**config.mk**
```make
export PLATFORM = sky130hd
export DESIGN_NAME = score_histogram_statistics_core
export DESIGN_NICKNAME = d
export VERILOG_FILES = /design/src/sv/shs_pkg.sv /design/src/sv/score_histogram_statistics_core.sv /design/src/sv/shs_bin_store.sv /design/src/sv/shs_divider.sv
export SDC_FILE = /design/constraint.sdc
export NUM_CORES = 1
export LEC_CHECK = 0
export BUFFER_PORTS_ARGS = -buffer_cell sky130_fd_sc_hd__buf_2
export CORE_MARGIN = 10
export CORE_UTILIZATION = 62
export DETAILED_ROUTE_END_ITERATION = 8
export GPL_ROUTABILITY_DRIVEN = 0
export PLACE_DENSITY = 0.79
export SYNTH_ARGS = -nofsm -noshare
export SYNTH_HDL_FRONTEND = slang
export SYNTH_SLANG_ARGS = --single-unit
```
**constraint.sdc**
```tcl
create_clock -name clk -period 8.2 [get_ports clk]
set_clock_uncertainty 0.1 [all_clocks]
set_input_delay 1.23 -clock clk [delete_from_list [all_inputs] [get_ports clk]]
set_output_delay 1.23 -clock clk [all_outputs]
set_load 0.01 [all_outputs]
```
**src/sv/shs_pkg.sv**
```systemverilog
// Shared constants, request codes and the bin store command type for the
// score histogram statistics core. Depends on nothing.
`default_nettype none

package shs_pkg;

  // Default configuration of the core.
  localparam int SHS_MAX_SCORE  = 30;
  localparam int SHS_COUNT_BITS = 16;

  // Width of the running score sum, which saturates at its all-ones value.
  localparam int SHS_SUM_BITS = 24;

  // Request codes; the unused code behaves as a query.
  localparam logic [1:0] OP_RECORD = 2'd0;
  localparam logic [1:0] OP_QUERY  = 2'd1;
  localparam logic [1:0] OP_CLEAR  = 2'd2;

  // Command bundle from the sequencer to the bin store.
  typedef struct packed {
    logic rd_en;
    logic wr_en;
    logic clr;
  } shs_mem_cmd_t;

endpackage

`default_nettype wire

```
**src/sv/score_histogram_statistics_core.sv**
```systemverilog
// Channel   | ports                                   | handshake
// ----------+-----------------------------------------+--------------------------------
// request   | in_opcode, in_score                     | taken when start && !busy
// result    | out_entry_count .. out_rejected         | out_valid, one cycle, no stall
//
// A request whose score lands in a bin has its bin read at the accepting
// edge; the bin is then written back, the divider is loaded, the bit-serial
// division of the sum by the present count runs and the result is
// registered. Other requests skip the bin read and the write-back.
// The next request may be accepted in the cycle the result shows.
// Reset is synchronous and active low; it empties all statistics at once.
// The result strobe lasts exactly one cycle and cannot be held off.
//
// Top level of the score histogram statistics core. Uses shs_pkg,
// shs_bin_store and shs_divider.
`default_nettype none

module score_histogram_statistics_core import shs_pkg::*; #(
  parameter int MAX_SCORE  = SHS_MAX_SCORE,
  parameter int COUNT_BITS = SHS_COUNT_BITS
) (
  input  wire logic              clk,
  input  wire logic              rst_n,
  input  wire logic              start,
  output logic                   busy,
  input  wire logic [1:0]        in_opcode,
  input  wire logic signed [8:0] in_score,
  output logic                   out_valid,
  output logic [15:0]            out_entry_count,
  output logic [15:0]            out_absent_count,
  output logic [7:0]             out_highest_score,
  output logic [7:0]             out_lowest_score,
  output logic [7:0]             out_mean_score,
  output logic [15:0]            out_mode_count,
  output logic [7:0]             out_mode_score,
  output logic                   out_none_present,
  output logic                   out_rejected
);

  localparam int DEPTH = MAX_SCORE + 1;
  localparam int AW    = (DEPTH > 1) ? $clog2(DEPTH) : 1;
  localparam logic [COUNT_BITS-1:0]   COUNT_MAX = {COUNT_BITS{1'b1}};
  localparam logic [SHS_SUM_BITS-1:0] SUM_MAX   = {SHS_SUM_BITS{1'b1}};
  localparam logic [7:0]              MAX_S     = 8'(MAX_SCORE);

  typedef enum logic [1:0] {
    ST_IDLE,
    ST_UPDATE,
    ST_DIVGO,
    ST_DIVWAIT
  } state_t;

  state_t state_r, state_nxt;

  // Running statistics.
  logic [COUNT_BITS-1:0]   entries_r, entries_nxt;
  logic [COUNT_BITS-1:0]   absent_r,  absent_nxt;
  logic [SHS_SUM_BITS-1:0] sum_r,     sum_nxt;
  logic [7:0]              high_r,    high_nxt;
  logic [7:0]              low_r,     low_nxt;
  logic [COUNT_BITS-1:0]   best_cnt_r, best_cnt_nxt;
  logic [7:0]              best_sc_r,  best_sc_nxt;

  // Request held while it is worked on.
  logic [7:0] score_r, score_nxt;
  logic       rej_r,   rej_nxt;

  // Registered result.
  logic        out_valid_r, out_valid_nxt;
  logic [15:0] o_entry_r, o_absent_r, o_mcount_r;
  logic [7:0]  o_high_r, o_low_r, o_mean_r, o_mscore_r;
  logic        o_none_r, o_rej_r;

  // Memory and divider hookup.
  shs_mem_cmd_t            mem_cmd;
  logic [COUNT_BITS-1:0]   rd_count;
  logic [COUNT_BITS-1:0]   new_cnt;
  logic [COUNT_BITS-1:0]   present;
  logic                    div_go;
  logic                    div_done;
  logic [SHS_SUM_BITS-1:0] div_quo;
  logic [SHS_SUM_BITS:0]   sum_ext;
  logic                    accept;

  assign accept  = start && (state_r == ST_IDLE);
  assign present = entries_r - absent_r;
  assign new_cnt = rd_count + 1'b1;
  assign sum_ext = {1'b0, sum_r} + (SHS_SUM_BITS + 1)'(score_r);

  shs_bin_store #(
    .DEPTH (DEPTH),
    .AW    (AW),
    .DW    (COUNT_BITS)
  ) u_bins (
    .clk      (clk),
    .rst_n    (rst_n),
    .cmd      (mem_cmd),
    .rd_addr  (in_score[AW-1:0]),
    .wr_addr  (score_r[AW-1:0]),
    .wr_data  (new_cnt),
    .rd_count (rd_count)
  );

  shs_divider #(
    .COUNT_BITS (COUNT_BITS)
  ) u_div (
    .clk      (clk),
    .rst_n    (rst_n),
    .go       (div_go),
    .dividend (sum_r),
    .divisor  (present),
    .done     (div_done),
    .quotient (div_quo)
  );

  // Sequencer: decode the request, update the bin, then divide.
  always_comb begin
    state_nxt     = state_r;
    entries_nxt   = entries_r;
    absent_nxt    = absent_r;
    sum_nxt       = sum_r;
    high_nxt      = high_r;
    low_nxt       = low_r;
    best_cnt_nxt  = best_cnt_r;
    best_sc_nxt   = best_sc_r;
    score_nxt     = score_r;
    rej_nxt       = rej_r;
    out_valid_nxt = 1'b0;
    mem_cmd       = '0;
    div_go        = 1'b0;

    unique case (state_r)
      ST_IDLE: begin
        if (accept) begin
          score_nxt = in_score[7:0];
          rej_nxt   = 1'b0;
          state_nxt = ST_DIVGO;
          case (in_opcode)
            OP_RECORD: begin
              if (entries_r != COUNT_MAX) begin
                if (in_score[8]) begin
                  absent_nxt  = absent_r + 1'b1;
                  entries_nxt = entries_r + 1'b1;
                end else if (in_score[7:0] > MAX_S) begin
                  rej_nxt = 1'b1;
                end else begin
                  mem_cmd.rd_en = 1'b1;
                  state_nxt     = ST_UPDATE;
                end
              end
            end
            OP_CLEAR: begin
              mem_cmd.clr  = 1'b1;
              entries_nxt  = '0;
              absent_nxt   = '0;
              sum_nxt      = '0;
              high_nxt     = '0;
              low_nxt      = MAX_S;
              best_cnt_nxt = '0;
              best_sc_nxt  = '0;
            end
            default: begin
              // Query and the unused code change nothing.
            end
          endcase
        end
      end

      ST_UPDATE: begin
        // Bin count is back from memory: write it back and fold it in.
        mem_cmd.wr_en = 1'b1;
        if ((new_cnt > best_cnt_r) ||
            ((new_cnt == best_cnt_r) && (score_r < best_sc_r))) begin
          best_cnt_nxt = new_cnt;
          best_sc_nxt  = score_r;
        end
        if (score_r > high_r) begin
          high_nxt = score_r;
        end
        if (score_r < low_r) begin
          low_nxt = score_r;
        end
        sum_nxt     = sum_ext[SHS_SUM_BITS] ? SUM_MAX : sum_ext[SHS_SUM_BITS-1:0];
        entries_nxt = entries_r + 1'b1;
        state_nxt   = ST_DIVGO;
      end

      ST_DIVGO: begin
        div_go    = 1'b1;
        state_nxt = ST_DIVWAIT;
      end

      ST_DIVWAIT: begin
        if (div_done) begin
          out_valid_nxt = 1'b1;
          state_nxt     = ST_IDLE;
        end
      end

      default: begin
        state_nxt = ST_IDLE;
      end
    endcase
  end

  // State and registered result.
  always_ff @(posedge clk) begin
    if (!rst_n) begin
      state_r     <= ST_IDLE;
      out_valid_r <= 1'b0;
    end else begin
      state_r     <= state_nxt;
      out_valid_r <= out_valid_nxt;
    end
    if (out_valid_nxt) begin
      o_entry_r  <= 16'(entries_r);
      o_absent_r <= 16'(absent_r);
      o_high_r   <= high_r;
      o_low_r    <= low_r;
      o_mean_r   <= (present == '0) ? 8'd0 : div_quo[7:0];
      o_mcount_r <= 16'(best_cnt_r);
      o_mscore_r <= best_sc_r;
      o_none_r   <= (present == '0);
      o_rej_r    <= rej_r;
    end
  end

  // Statistics registers.
  always_ff @(posedge clk) begin
    if (!rst_n) begin
      entries_r  <= '0;
      absent_r   <= '0;
      sum_r      <= '0;
      high_r     <= '0;
      low_r      <= MAX_S;
      best_cnt_r <= '0;
      best_sc_r  <= '0;
    end else begin
      entries_r  <= entries_nxt;
      absent_r   <= absent_nxt;
      sum_r      <= sum_nxt;
      high_r     <= high_nxt;
      low_r      <= low_nxt;
      best_cnt_r <= best_cnt_nxt;
      best_sc_r  <= best_sc_nxt;
    end
    score_r <= score_nxt;
    rej_r   <= rej_nxt;
  end

  assign busy              = (state_r != ST_IDLE);
  assign out_valid         = out_valid_r;
  assign out_entry_count   = o_entry_r;
  assign out_absent_count  = o_absent_r;
  assign out_highest_score = o_high_r;
  assign out_lowest_score  = o_low_r;
  assign out_mean_score    = o_mean_r;
  assign out_mode_count    = o_mcount_r;
  assign out_mode_score    = o_mscore_r;
  assign out_none_present  = o_none_r;
  assign out_rejected      = o_rej_r;

endmodule

`default_nettype wire

```
**src/sv/shs_bin_store.sv**
```systemverilog
// Histogram bin memory with one synchronous read port and one write port.
// Per-entry valid bits make an unwritten or cleared bin read as zero. Uses shs_pkg.
`default_nettype none

module shs_bin_store import shs_pkg::*; #(
  parameter int DEPTH = SHS_MAX_SCORE + 1,
  parameter int AW    = $clog2(SHS_MAX_SCORE + 1),
  parameter int DW    = SHS_COUNT_BITS
) (
  input  wire logic          clk,
  input  wire logic          rst_n,
  input  wire shs_mem_cmd_t  cmd,
  input  wire logic [AW-1:0] rd_addr,
  input  wire logic [AW-1:0] wr_addr,
  input  wire logic [DW-1:0] wr_data,
  output logic      [DW-1:0] rd_count
);

  logic [DW-1:0]    mem [DEPTH];
  logic [DEPTH-1:0] valid_r;
  logic [DW-1:0]    rd_data_r;
  logic             rd_vld_r;

  // Memory array: registered read, plain write.
  always_ff @(posedge clk) begin
    if (cmd.wr_en) begin
      mem[wr_addr] <= wr_data;
    end
    if (cmd.rd_en) begin
      rd_data_r <= mem[rd_addr];
      rd_vld_r  <= valid_r[rd_addr];
    end
  end

  // Valid bits are dropped at once by reset or a clear request.
  always_ff @(posedge clk) begin
    if (!rst_n || cmd.clr) begin
      valid_r <= '0;
    end else if (cmd.wr_en) begin
      valid_r[wr_addr] <= 1'b1;
    end
  end

  // A bin that was never written since the last clear counts zero.
  assign rd_count = rd_vld_r ? rd_data_r : '0;

endmodule

`default_nettype wire

```
**src/sv/shs_divider.sv**
```systemverilog
// Restoring bit-serial divider: one quotient bit per cycle for the mean.
// Uses shs_pkg for the sum width.
`default_nettype none

module shs_divider import shs_pkg::*; #(
  parameter int COUNT_BITS = SHS_COUNT_BITS
) (
  input  wire logic                    clk,
  input  wire logic                    rst_n,
  input  wire logic                    go,
  input  wire logic [SHS_SUM_BITS-1:0] dividend,
  input  wire logic [COUNT_BITS-1:0]   divisor,
  output logic                         done,
  output logic [SHS_SUM_BITS-1:0]      quotient
);

  localparam int CW = $clog2(SHS_SUM_BITS);

  logic [COUNT_BITS-1:0]   rem_r,  rem_nxt;
  logic [SHS_SUM_BITS-1:0] quo_r,  quo_nxt;
  logic [COUNT_BITS-1:0]   dvs_r;
  logic [CW-1:0]           cnt_r,  cnt_nxt;
  logic                    run_r,  run_nxt;
  logic                    done_r, done_nxt;
  logic [COUNT_BITS:0]     trial;
  logic [COUNT_BITS:0]     diff;
  logic                    fits;

  // One trial subtraction per step.
  always_comb begin
    trial = {rem_r, quo_r[SHS_SUM_BITS-1]};
    diff  = trial - {1'b0, dvs_r};
    fits  = (trial >= {1'b0, dvs_r});
  end

  // Step control.
  always_comb begin
    rem_nxt  = rem_r;
    quo_nxt  = quo_r;
    cnt_nxt  = cnt_r;
    run_nxt  = run_r;
    done_nxt = 1'b0;
    if (go) begin
      rem_nxt = '0;
      quo_nxt = dividend;
      cnt_nxt = CW'(SHS_SUM_BITS - 1);
      run_nxt = 1'b1;
    end else if (run_r) begin
      rem_nxt = fits ? diff[COUNT_BITS-1:0] : trial[COUNT_BITS-1:0];
      quo_nxt = {quo_r[SHS_SUM_BITS-2:0], fits};
      cnt_nxt = cnt_r - 1'b1;
      if (cnt_r == '0) begin
        run_nxt  = 1'b0;
        done_nxt = 1'b1;
      end
    end
  end

  always_ff @(posedge clk) begin
    if (!rst_n) begin
      run_r  <= 1'b0;
      done_r <= 1'b0;
    end else begin
      run_r  <= run_nxt;
      done_r <= done_nxt;
    end
    rem_r <= rem_nxt;
    quo_r <= quo_nxt;
    cnt_r <= cnt_nxt;
    if (go) begin
      dvs_r <= divisor;
    end
  end

  assign done     = done_r;
  assign quotient = quo_r;

endmodule

`default_nettype wire

```
Yosys cells after proc, flatten, opt, wreduce, memory -nomap -nowiden
Memory sizes are Yosys's and may differ from the RTL's. A register that Yosys moved wholly into a read port is not among the register bits. Cells that the tools add are included.

Bits in registers: 285. RAM bits: 496. Input bits: 14. Word-level logic and storage cells: 152. Memories: 1.

Memories: u_bins.mem (words 31, width 16, read ports 1, clocked after Yosys merged registers in 1, write ports 1, RTL line shs_bin_store.sv:19) `logic [DW-1:0] mem [DEPTH];`.

Add/subtract/negate cells: 7. $lt $le $gt $ge: 9. Eq/ne operators: 17. Muxes and demuxes: 61. Bitwise operators: 5. Reductions and logical operators: 24.

Operators by type and width (count): 16-bit two-way mux (10); 16-bit case mux with 2 select lines (4); 24-bit two-way mux (5); 8-bit two-way mux (7); 16-bit by 1-bit adder with 16-bit output, second input constant (3); 24-bit case mux with 2 select lines (1); 8-bit case mux with 2 select lines (3); 16-bit subtractor (2); 31-bit bitwise OR (1); 24-bit by 8-bit adder with 25-bit output (1); 1-bit two-way mux (22); 17-bit by 16-bit >= comparator with 1-bit output (1); 16-bit == test (1); 16-bit greater-than comparator (1); 16-bit logical NOT (1); 8-bit less-than comparator (2); 16-bit inequality test, second input constant (1); 5-bit by 6-bit less-than comparator with 1-bit output, second input constant (2); 2-bit two-way mux (6); 2-bit inequality test, second input constant (6); 4-bit AND reduction (3); 5-bit AND reduction (2); 8-bit by 5-bit greater-than comparator with 1-bit output, second input constant (1); 8-bit greater-than comparator (1); 20 further kinds (36).

Logic depth before layout (Yosys ltp)
Word-level depth: 7. Gate-level depth with buffers: 20. Gate-level depth less buffers: 17.

Modules after synthesis
From an unflattened synthesis, not the netlist that was laid out.

Cell total of the unflattened synthesis: 2281. Area, all modules: 33721.1 um^2.

Modules (own cells, without submodules): shs_bin_store (instances 1, cells each 1103, area each 21151.5 um^2, sequential area each 16025.4 um^2); score_histogram_statistics_core (instances 1, cells each 897, area each 9311.4 um^2, sequential area each 4714.5 um^2); shs_divider (instances 1, cells each 281, area each 3258.1 um^2, sequential area each 1661.6 um^2).

Worst setup path after synthesis
No wires, ideal clock.

Path type: register to register. Start point: register u_bins.rd_vld_r. End point: register best_cnt_r[12]. Arrival time: 5.524 ns. Path slack: 2.501 ns. Stages on the path, launching flop included: 19. Buffers on the path: 3. Period minus slack after synthesis: 5.699 ns. Cells stage by stage: edfxtp_1 clkbuf_1 clkbuf_1 nand2_1 inv_1 ha_1 nand3_1 nor2_1 nand2_1 or3_1 a21boi_0 ha_1 and4_1 and2_0 a221oi_1 nor2_1 o21ai_1 buf_2 mux2i_1.

Cells in the longest elaborated chain, start to end: 7. Elaborated cells on any way between the ends: 10.

RTL lines: start, declared (RTL line shs_bin_store.sv:22) `logic rd_vld_r;`; start signal, assigned (RTL line shs_bin_store.sv:31) `rd_vld_r <= valid_r[rd_addr];`; 16-bit two-way mux * (RTL line shs_bin_store.sv:45) `assign rd_count = rd_vld_r ? rd_data_r : '0;`; 16-bit by 1-bit adder with 16-bit output * (RTL line score_histogram_statistics_core.sv:87) `assign new_cnt = rd_count + 1'b1;`; via new_cnt[0] (RTL line score_histogram_statistics_core.sv:77) `logic [COUNT_BITS-1:0] new_cnt;`; branches (longest 2 deep; another with 16-bit greater-than comparator); 1-bit logical OR * (RTL line score_histogram_statistics_core.sv:172) `if ((new_cnt > best_cnt_r) ||`; 2-bit inequality test (no line) *; 4-bit AND reduction (no line) *; end signal, assigned (RTL line score_histogram_statistics_core.sv:244) `best_cnt_r <= best_cnt_nxt;`; end, declared (RTL line score_histogram_statistics_core.sv:61) `logic [COUNT_BITS-1:0] best_cnt_r, best_cnt_nxt;`.

Mark *: on every way through the listed nets, which the timed path passes. The select of a mux whose other input is x is not followed. A chain may end at the register's enable or synchronous reset.

Worst setup path in the final report
Start point: register u_bins.rd_vld_r. End point: register best_cnt_r[11].

Same word-level chain as after synthesis.

==> impl_metrics.csv <==
group,metric,value,unit
placed_design,io_buffers,97,
power_and_ir_drop,p_per_area,261,nW/um^2
cts,htree_levels,3,
route,wl_per_cell,24.6,um
setup_path,slowest_stage,"and2_1",
setup_path,start_kind,"flip-flop",
setup_path,rr_endpoint,"best_cnt_r[11]",
sta,worstMarginPinSlew,1.42,ns
finish,n_antenna_cell,0,
synthesis,synth-seq-cells,797,
setup_path,critPathTopFamily,"simple AND/OR/NAND/NOR gates",
power_and_ir_drop,vdd_ir_drop_max,0.222,mV
global_route,grt_pass1_vias,20800,
synthesis,syn_inst,2303,
placed_design,hpwl,48800,um
route,drc,0,
route,vias,20600,
finish,design_area,37900,sq um
sta,finalHoldViolations,0,
route,dr.pass1.iters,5,
cts,clk_pin_slew,0.06,ns
floorplan,core,53800,sq um
synthesis,async_flop_share,0,
floorplan,fp.dieArea,64100,sq um
floorplan,initial_core_util,0.626,
cts,clock_latency,0.63,ns
sta,timing.final.crit_share,0.757,
global_route,grt_max_degree,83,
cts,cts_buffers,79,
sta,fmax,161,MHz
route,drt_iter0_drc,1992,
placed_design,dpl_cell_area,35200,sq um
synthesis,synth_cell_types,82,
min_path,hold_depth,0,
synthesis,synth_seq_area_share,0.664,
finish,area_growth,12.4,%
min_path,hp-start,"rej_r",
synthesis,synthesis.nets,2406,
finish,final_nets,2549,
route,ant_nets,0,
setup_path,timing.rr.start,"u_bins.rd_vld_r",
global_route,grt.total_usage,0.245,
synthesis,ys_warn_count,0,
route,met3WireLength,6830,um
cts,cts_resized,0,
outcome,status,"complete, no violations",
setup_path,crit_chain,"nand2_1, inv_1, ha_1, nand3_1, nor2_1, and2_1, nand3_1, xnor2_1, and2_1, ha_1, nand4_1, nor2_1, and2_0, o2111ai_1, o21ai_4, mux2i_1",
synthesis,netlist_area,33700,sq um
synthesis,syn_avg_cell_area,14.6,sq um
setup_path,worstPathRequired,8.64,ns
cts,cts_num_sinks,797,
setup_path,cpPeakStageDelay,1.00,ns
min_path,hp-class,"flip-flop to flip-flop",
setup_path,crit_type,"flip-flop to flip-flop",
synthesis,synth_edf_count,644,
floorplan,die_width,253,um
sta,slew_headroom,0.0508,
global_route,globalRouteOverflowTotal,0,
synthesis,synth_ff_type,"edfxtp_1",
setup_path,rr_worst_depth,16,
route,avgViaCountPerCell,6.41,
cts,cts_tree,"done",
min_path,worstHoldEndpoint,"out_rejected",
route,wl_met1,30000,um
cts,cts_setup_buffers,0,
setup_path,crit_path_end_kind,"flip-flop",
job,cap_violations,0,
sta,rsz0062_at_grt,"no",
route,met2_length,38600,um
finish,nFillCells,3354,
route,dr.max_layer_used,"met5",
global_route,grt_pass1_wl,120000,um
sta,finalSetupViolCount,0,
finish,final_common_cell,"edfxtp_1",
sta,finalCriticalPeriod,6.21,ns
sta,setup_tns,0,ns
setup_path,critPathArrivalTime,6.65,ns
sta,timing_max_transition_violations_final,0,
finish,final_cell_mix,"644 x edfxtp_1, 202 x nor2_1, 158 x nand2_1",
cts,cts-root-buf,"clkbuf_16",
setup_path,critPathMaxFanout,33,
route,wirelength,78800,um
cts,cts_hold_buffers,0,
power_and_ir_drop,power_leakage,13.6,nW
finish,drive_above_1_share,0.176,
floorplan,num_rows,85,
global_route,antenna_found_initial,1,
floorplan,io_pins,98,
finish,multi_input_area,10600,sq um
setup_path,cp_num_buf_inv,1,
floorplan,die-height,253,um
cts,clockBufferDepth,3,
setup_path,r2r_slack,1.99,ns
finish,ff_latch_area,22400,sq um
[logic make-up after synthesis]
| family | count (synthesis) | synth area share |
|---|---|---|
| DFF | 797 | 0.664 |
| and+or+nand+nor | 586 | 0.0812 |
| AOI/OAI and AO/OA | 309 | 0.0611 |
| muxes | 262 | 0.120 |
| buffers and inverters | 196 | 0.0229 |
| adders and majority gates | 89 | 0.0337 |
| xor gates and xnor gates | 64 | 0.0166 |
[synth_stat cells, types with 20 or more instances]
cell type	number	area, sq um
dfxtp_1	153	3060
mux2_2	26	293
o21ai_0	63	315
and2_1	24	150
clkbuf_1	60	225
nor2_1	206	773
buf_2	21	105
a21oi_1	70	350
xnor2_1	47	412
nand3_1	34	170
nand2b_1	20	125
mux4_2	111	2500
edfxtp_1	644	19300
nand4_1	23	144
inv_1	104	390
nand2_1	158	593
and3_1	22	138
o22ai_1	20	125
mux2i_1	124	1240
nor3_1	27	135
nor2b_1	34	213
ha_1	86	1080
[registers in the layout (all words and copies together) (netlist names), 24 cells and up]
register / count
sum_r: 24
u_bins.valid_r: 31
u_div.quotient: 24
u_bins.mem: 496
[layout make-up]
type,count,area share
clock inverter,39,0.0123
tap,696,0.0230
sequential,797,0.591
timing repair buffer,154,0.0244
multi-input combinational,1310,0.280
clock buffer,109,0.0586
inverter,104,0.0103
[through the flow]
| stage | setup slack [ns] | instances | util | power (mW) | hold slack, ns |
|---|---|---|---|---|---|
| global placement | 2.57 | 3061 | 0.654 | 6.19 | 0.309 |
| global route | 1.48 | 3209 | 0.704 | 10.2 | 0.331 |
| finish | 1.99 | 3209 | 0.704 | 9.89 | 0.333 |
| CTS | 2.06 | 3209 | 0.704 | 9.92 | 0.335 |
| floorplan | 2.50 | 2303 | - | 5.87 | 0.300 |
| detailed placement | 2.05 | 3061 | 0.654 | 6.25 | 0.319 |
[power breakdown]
part	internal (mW)	switching [mW]
Clock	2.14	1.55
Sequential	4.58	0.117
Combinational	0.608	0.892
Total	7.33	2.56
[worst reg2reg max path, stage by stage, from the launching register on]
cell and delay, ns:
edfxtp_1 0.66, nand2_1 0.76, inv_1 0.31, ha_1 0.25, nand3_1 0.13, nor2_1 0.28, and2_1 0.27, nand3_1 0.11
xnor2_1 0.16, and2_1 1.00, ha_1 0.27, nand4_1 0.14, nor2_1 0.13, and2_0 0.18, o2111ai_1 0.18, o21ai_4 0.86
mux2i_1 0.33
[worst max path at each step]
stage	start	endpoint	slack [ns]	cells past startpoint
2_1_floorplan	u_bins.rd_vld_r	best_cnt_r[12]	2.50	18
3_3_place_gp	u_bins.rd_vld_r	best_sc_r[6]	2.57	17
3_5_place_dp	u_bins.rd_vld_r	best_cnt_r[11]	2.05	16
4_1_cts	u_bins.rd_vld_r	best_cnt_r[11]	2.06	16
5_1_grt	u_bins.rd_vld_r	best_cnt_r[11]	1.48	16
6_report	u_bins.rd_vld_r	best_cnt_r[11]	1.99	16
[metal layers]
metal  vias to the layer above  global-route usage
li1                       9015                   -
met1                     10200               0.309
met2                      1083               0.405
met3                       237              0.0477
met4                         2               0.117
met5                         -                   0
No activity file was read; power rests on OpenSTA's default activity.
